<file path="config.mk">
export PLATFORM = sky130hd
export DESIGN_NAME = fmp_sequencer
export DESIGN_NICKNAME = d
export VERILOG_FILES = /design/src/sv/fmp_pkg.sv /design/src/sv/fmp_sequencer.sv
export SDC_FILE = /design/constraint.sdc
export NUM_CORES = 1
export LEC_CHECK = 0
export BUFFER_PORTS_ARGS = -buffer_cell sky130_fd_sc_hd__buf_2
export CORE_AREA = 2 2 39 41
export CTS_CLUSTER_DIAMETER = 100
export DETAILED_ROUTE_END_ITERATION = 8
export DIE_AREA = 0 0 41 43
export PLACE_DENSITY_LB_ADDON = 0.15
export SYNTH_ARGS = -nofsm -noshare
export SYNTH_HDL_FRONTEND = slang
export SYNTH_SLANG_ARGS = --single-unit
</file>
<file path="constraint.sdc">
create_clock -name clock -period 1.46 [get_ports clock]
set_input_delay 0.146 -clock clock [delete_from_list [all_inputs] [get_ports clock]]
set_output_delay 0.146 -clock clock [all_outputs]
set_load 0.05 [all_outputs]
</file>
<file path="src/sv/fmp_pkg.sv">
// shared types, constants and control store of the fibonacci matrix power core
package fmp_pkg;

   localparam int DEFAULT_EXPONENT_BITS = 63;
   localparam int DEFAULT_ENTRY_BITS    = 64;

   localparam int STEP_BITS = 3;

   typedef logic [STEP_BITS-1:0] step_type;

   localparam step_type STEP_IDLE   = 3'd0;
   localparam step_type STEP_MUL    = 3'd1;
   localparam step_type STEP_SQUARE = 3'd2;
   localparam step_type STEP_STEP   = 3'd3;
   localparam step_type STEP_SHIFT  = 3'd4;
   localparam step_type STEP_EMIT   = 3'd5;

   typedef enum logic [2:0] {
      DP_IDLE,
      DP_MUL,
      DP_SQUARE,
      DP_STEP,
      DP_SHIFT,
      DP_EMIT
   } dp_op_type;

   typedef enum logic [2:0] {
      JMP_NEXT,
      JMP_ALWAYS,
      JMP_NO_START,
      JMP_BIT_CLEAR,
      JMP_MORE_BITS
   } jmp_cond_type;

   typedef struct packed {
      dp_op_type    op;
      jmp_cond_type cond;
      step_type     target;
   } ctrl_word_type;

   typedef struct packed {
      logic bit_set;
      logic more_bits;
   } dp_status_type;

   // control store: square, optional step multiply, shift, repeat per exponent bit
   function automatic ctrl_word_type ucode_rom(step_type addr);
      ctrl_word_type word;
      case (addr)
         STEP_IDLE:   word = '{op: DP_IDLE,   cond: JMP_NO_START,  target: STEP_IDLE};
         STEP_MUL:    word = '{op: DP_MUL,    cond: JMP_NEXT,      target: STEP_IDLE};
         STEP_SQUARE: word = '{op: DP_SQUARE, cond: JMP_BIT_CLEAR, target: STEP_SHIFT};
         STEP_STEP:   word = '{op: DP_STEP,   cond: JMP_NEXT,      target: STEP_IDLE};
         STEP_SHIFT:  word = '{op: DP_SHIFT,  cond: JMP_MORE_BITS, target: STEP_MUL};
         STEP_EMIT:   word = '{op: DP_EMIT,   cond: JMP_ALWAYS,    target: STEP_IDLE};
         default:     word = '{op: DP_IDLE,   cond: JMP_ALWAYS,    target: STEP_IDLE};
      endcase
      return word;
   endfunction

endpackage

</file>
<file path="src/sv/fmp_sequencer.sv">
// step counter and control store lookup with conditional jumps
module fmp_sequencer
   import fmp_pkg::*;
(
   input  logic          clock,
   input  logic          reset,
   input  logic          start,
   input  dp_status_type status,
   output ctrl_word_type ctrl
);

   step_type step_ff;
   step_type step_in;
   logic     jump;

   assign ctrl = ucode_rom(step_ff);

   always_comb begin
      case (ctrl.cond)
         JMP_NEXT:      jump = 1'b0;
         JMP_ALWAYS:    jump = 1'b1;
         JMP_NO_START:  jump = !start;
         JMP_BIT_CLEAR: jump = !status.bit_set;
         JMP_MORE_BITS: jump = status.more_bits;
         default:       jump = 1'b1;
      endcase
   end

   assign step_in = jump ? ctrl.target : step_ff + step_type'(1);

   always_ff @(posedge clock) begin
      if (reset) begin
         step_ff <= STEP_IDLE;
      end else begin
         step_ff <= step_in;
      end
   end

   a_step_in_program: assert property (@(posedge clock) disable iff (reset)
      step_ff <= STEP_EMIT)
      else $error("step counter outside program");

   a_emit_returns_idle: assert property (@(posedge clock) disable iff (reset)
      step_ff == STEP_EMIT |=> step_ff == STEP_IDLE)
      else $error("emit step not followed by idle");

   a_step_only_after_square: assert property (@(posedge clock) disable iff (reset)
      step_ff == STEP_STEP |-> $past(step_ff) == STEP_SQUARE)
      else $error("step multiply entered out of order");

endmodule

</file>
==> flow_metrics.py, run 1 <==
metrics = {
    "floorplan": {
        "initial_utilization_pct": 22.1,
        "ioPinCount": 14,
        "die_w_microns": 41,
        "rows": 14,
        "core_area_sq_mm": 0.00138,
        "dieArea_sq_mm": 0.00176,
        "fp.dieH_microns": 43,
    },
    "placement": {
        "place_congestion": 0.606,
        "place_inst": 70,
        "dpl.hpwl_microns": 540,
        "port_buffers": 12,
    },
    "timing": {
        "fin_ws_ns": -0.279,
        "tns_ns": -0.306,
        "hold_violations": 0,
        "rsz0062_at_grt": "true",
        "period_share_pct": 119,
        "finalSetupViolCount": 2,
        "finClkSkew_ns": 0.00346,
        "period_minus_slack_ns": 1.74,
        "drv_slew": 0,
        "max_freq_ghz": 0.575,
    },
    "critical_path": {
        "arrival_ns": 1.59,
        "cp-start-kind": "register",
        "rr_worst_depth": 5,
        "path_class": "reg2out",
        "end_kind": "primary output",
        "crit_path_max_fanout": 4,
        "cp.required_ns": 1.31,
    },
    "route": {
        "antenna_left": 0,
        "vias_per_cell": 4.01,
        "drc_errors": 0,
        "drtIter0Drc": 6,
        "first_pass_iters": 4,
        "wirelength_microns": 657,
        "vias": 301,
        "wl_per_cell_microns": 8.76,
    },
    "cts": {
        "ctsHoldBuffers": 0,
        "path_clk_slew_ns": 0.04,
        "htreeDepth": 1,
        "cts_root_buf": "clkbuf_4",
        "clockBufferDepth": 2,
        "cts_tree": "yes",
        "insertion_delay_ns": 0.23,
        "cts.sink_count": 3,
        "cts_buffers": 3,
    },
    "layout": {
        "largestRegisters": "step_ff: 3 flops",
        "largest-register": "step_ff",
        "stdcell_count": 75,
        "diodes": 0,
        "syn_to_final_growth_pct": 87.7,
        "nets": 70,
        "largest_reg_flops": 3,
        "drive_gt1_share_pct": 72.9,
    },
    "run_status": {
        "violations": "negative setup slack",
        "status": "finished, violations left",
    },
    "synthesis": {
        "synth.top_cell.area_share_pct": 20.5,
        "synth_edf_count": 0,
        "synth_cell_type_count": 20,
        "synth_cells": 35,
        "syn_nets": 45,
        "post-synth-top-area-cell": "ha_1",
        "ys_seq_area_share_pct": 19.7,
        "yosys_warnings": 0,
        "ys_seq_elements": 3,
        "avgSynthCellArea_sq_um": 8.72,
        "synthTopCellsByArea": "ha_1, dfxtp_1, a22oi_4",
        "ys.flop_type": "dfxtp_1",
        "synthArstFlopShare_pct": 0,
        "syn_area_sq_um": 305,
        "synthTopCellsByCount": "ha_1, nor2_1, dfxtp_1, inv_1",
    },
    "run": {
        "max_cap_violations": 0,
    },
    "hold_path": {
        "hold_depth": 2,
        "hold_path_class": "in2reg",
    },
    "power": {
        "worst_ir_drop_vdd_mv": 0.728,
        "power_leakage_uw": 0.000284,
        "pwr_density_cell_mw_per_mm2": 1500,
    },
    "global_routing": {
        "antenna_found_initial": 0,
        "grt_max_degree": 7,
        "grtUsageTotal_pct": 8.91,
        "grt_overflow": 0,
        "grt_pass1_vias": 270,
        "grt_first_pass_wirelength_mm": 1.02,
    },
}
report_power, final:
group / switching (uW) / internal [uW]
clock: 44.6 / 103
combinational: 316 / 267
sequential: 23.7 / 106
repair_timing:
| action | CTS | global route |
|---|---|---|
| gates resized for setup | 18 | 3 |
| endpoints found under the setup margin | 7 | 6 |
| pin swaps | 2 | 0 |
| cloned | 0 | 0 |
| buffers inserted | 1 | 0 |
per-layer routing:
layer	share of wire (%)	GRT usage (%)	vias to the layer above
met5	0	0	-
met4	2.1	8.00	0
met3	3.0	1.57	2
met2	50	13.1	7
met1	44	10.2	128
li1	-	-	164
placed cells by master (no fill, tap or decap), drive strengths merged:
cell type / count
ha: 5
buf: 22
dfxtp: 3
clkbuf: 4
a31o: 1
and3b: 1
conb: 1
o2bb2ai: 1
and2: 1
nand2: 1
a22oi: 1
nor2b: 2
or3: 1
a211o: 1
nor2: 6
o21ai: 2
mux2: 1
mux2i: 1
inv: 3
or2: 1
kinds of logic (layout without fill, tap and decap cells):
logic type	after synthesis	after routing	synth area share, %
other cells	1	1	1.23
fa+ha+maj	5	5	20.5
simple gates	13	13	23.0
compound gates	6	6	18.9
mux	2	2	8.20
flops	3	3	19.7
buf+inv	5	29	8.60
through the flow:
| step | setup slack [ns] | cell area, sq um | util, % | total power (uW) | hold slack (ns) |
|---|---|---|---|---|---|
| 4_1_cts | -0.295 | 566 | 40.9 | 871 | 0.120 |
| 3_3_place_gp | -0.142 | 462 | 33.4 | 636 | 0.379 |
| 5_1_grt | -0.326 | 573 | 41.4 | 922 | 0.142 |
| 6_report | -0.279 | 573 | 41.4 | 859 | 0.126 |
| 2_1_floorplan | -0.0986 | 329 | - | 484 | 0.223 |
| 3_5_place_dp | -0.154 | 462 | 33.4 | 633 | 0.374 |
worst max-delay path, cell delays in order (launching register included):
cell and delay [ns]:
dfxtp_4 0.35, ha_4 0.16, ha_2 0.16, or3_1 0.32
a31o_4 0.22, buf_6 0.14
layout make-up:
type	count	area (sq um)
Inverter	3	11.3
Timing Repair Buffer	22	174
Sequential cell	3	68.8
Fill cell	142	811
Tap cell	16	20.0
Clock buffer	4	26.3
Multi-Input combinational cell	27	273
final timing paths:
kind	from	to	slack [ns]
worst max register to register	step_ff[1]	step_ff[2]	0.02
worst min-delay path	reset	step_ff[0]	0.13
worst max-delay path	step_ff[0]	ctrl[6]	-0.28
worst min register to register	step_ff[2]	step_ff[0]	0.67
Note: power is estimated with default switching activity, not from simulation.
==> inputs of run 2 (changes only) <==
==> constraint.sdc (replaced) <==
create_clock -name clock -period 1.4 [get_ports clock]
set_input_delay 0.14 -clock clock [delete_from_list [all_inputs] [get_ports clock]]
set_output_delay 0.14 -clock clock [all_outputs]
set_load 0.05 [all_outputs]
==> flow_metrics.py, run 2 (synthesized netlist as in run 1, its figures left out) <==
metrics = {
    "timing": {
        "tns_ns": -0.493,
        "finClkSkew_ns": 0.000293,
        "max_freq_ghz": 0.575,
        "period_share_pct": 124,
        "fin_ws_ns": -0.338,
        "finalSetupViolCount": 3,
        "hold_violations": 0,
        "rsz0062_at_grt": "true",
        "period_minus_slack_ns": 1.74,
        "drv_slew": 0,
    },
    "placement": {
        "place_ws_ns": -0.196,
        "postPlaceCellArea_sq_um": 464,
        "dpl.hpwl_microns": 574,
        "port_buffers": 12,
        "place_congestion": 0.622,
    },
    "route": {
        "vias": 318,
        "wl_met1_microns": 291,
        "drc_errors": 0,
        "first_pass_iters": 2,
        "highest_layer": "met3",
        "antenna_left": 0,
        "wl_met2_microns": 462,
        "vias_per_cell": 4.24,
        "met3_length_microns": 24,
        "drtIter0Drc": 3,
        "wirelength_microns": 778,
        "wl_per_cell_microns": 10.4,
    },
    "run": {
        "max_cap_violations": 0,
    },
    "layout": {
        "largest-register": "step_ff",
        "diodes": 0,
        "syn_to_final_growth_pct": 97.5,
        "fin_util_pct": 43.6,
        "fin_area_sq_um": 603,
        "final_common_cell": "buf_4",
        "layout_common_cells": "buf_4, buf_2",
        "largest_reg_flops": 3,
        "nets": 70,
        "drive_gt1_share_pct": 78.0,
        "fill_cells": 154,
        "largestRegisters": "step_ff: 3 flops",
    },
    "global_routing": {
        "grt_max_degree": 7,
        "grt_pass1_vias": 351,
        "grtUsageTotal_pct": 12.1,
        "antenna_found_initial": 0,
        "grt_first_pass_wirelength_mm": 1.35,
        "grt_overflow": 0,
    },
    "cts": {
        "htreeDepth": 1,
        "clockBufferDepth": 2,
        "path_clk_slew_ns": 0.04,
        "ctsHoldBuffers": 0,
        "cts_buffers": 3,
        "insertion_delay_ns": 0.23,
        "cts_root_buf": "clkbuf_4",
        "cts.sink_count": 3,
        "cts_tree": "yes",
    },
    "critical_path": {
        "arrival_ns": 1.60,
        "path_depth": 5,
        "critPathCapture": "ctrl[6]",
        "reg2reg_to": "step_ff[2]",
        "crit_chain": "ha_4 > ha_4 > or3_4 > a31o_4 > buf_8",
        "path_delay_family": "flip-flops",
        "crit_buf_inv": 1,
        "end_kind": "primary output",
        "rr_worst_depth": 5,
        "path_class": "reg2out",
        "crit_top_cell": "ha_4",
        "cp-start-kind": "register",
        "cpPeakStageDelay_ns": 0.36,
        "crit_path_max_fanout": 5,
        "r2r_slack_ns": -0.07,
        "cp.required_ns": 1.26,
        "cp_slowest_cell": "dfxtp_4",
        "regToRegStartpoint": "step_ff[1]",
        "critPathLaunch": "step_ff[1]",
    },
    "power": {
        "pwr_density_cell_mw_per_mm2": 1570,
        "power_leakage_uw": 0.000289,
        "worst_ir_drop_vdd_mv": 0.492,
    },
    "floorplan": {
        "dieArea_sq_mm": 0.00176,
        "rows": 14,
        "die_w_microns": 41,
        "initial_utilization_pct": 22.1,
        "core_area_sq_mm": 0.00138,
        "ioPinCount": 14,
        "fp.dieH_microns": 43,
    },
    "hold_path": {
        "hold_path_class": "in2reg",
    },
    "run_status": {
        "status": "finished, violations left",
        "violations": "negative setup slack",
    },
}
## run 2: cell types whose count changed in the layout (fill, tap and decap cells not counted)
cell    before  now
nor2_2       1    3
nor2_1       5    3
ha_4         2    3
buf_2        7    6
buf_8        2    3
or3_4        0    1
ha_2         3    2
or3_1        1    0
## run 2: power by group
part	total (uW)	switching [uW]	internal [uW]	leakage [uW]
combinational	662	346	316	0.000248
clock	150	43.5	107	0.0000150
sequential	137	26.4	110	0.0000264
## run 2: layer usage
metal / global-route usage [%] / vias up
li1: - / 162
met1: 12.1 / 151
met2: 19.4 / 5
met3: 3.14 / 0
met4: 10.0 / 0
met5: 0 / -
## run 2: per-stage QoR
step / hold WS (ns) / total power (uW) / std cells
2_1_floorplan: 0.217 / 508 / 35
3_3_place_gp: 0.373 / 663 / 70
3_5_place_dp: 0.379 / 663 / 70
4_1_cts: 0.133 / 946 / 75
5_1_grt: 0.147 / 1020 / 75
6_report: 0.135 / 949 / 75
## run 2: repair_timing
action / 4_1_cts / 5_1_grt
setup buffers: 1 / 0
hold endpoints to repair: 0 / 0
pin swaps: 3 / 1
endpoints found under the setup margin: 7 / 8
resized for setup: 25 / 2
## run 2: how the worst min path moves through the flow
| stage | start | to | slack, ns | cells past startpoint |
|---|---|---|---|---|
| floorplan | reset | step_ff[0] | 0.22 | 1 |
| CTS | reset | step_ff[0] | 0.13 | 2 |
| finish | reset | step_ff[0] | 0.14 | 2 |
| detailed placement | reset | step_ff[0] | 0.38 | 2 |
| global route | reset | step_ff[0] | 0.15 | 2 |
| global placement | reset | step_ff[0] | 0.37 | 2 |
## run 2: area by class of cell
class / count / area (sq um) / area share, %
clock buffers: 4 / 26.3 / 4.36
inverters: 3 / 11.3 / 1.87
multi-input cells: 27 / 293 / 48.5
flip-flops and latches: 3 / 68.8 / 11.4
well taps: 16 / 20.0 / 3.32
repair buffers: 22 / 184 / 30.5
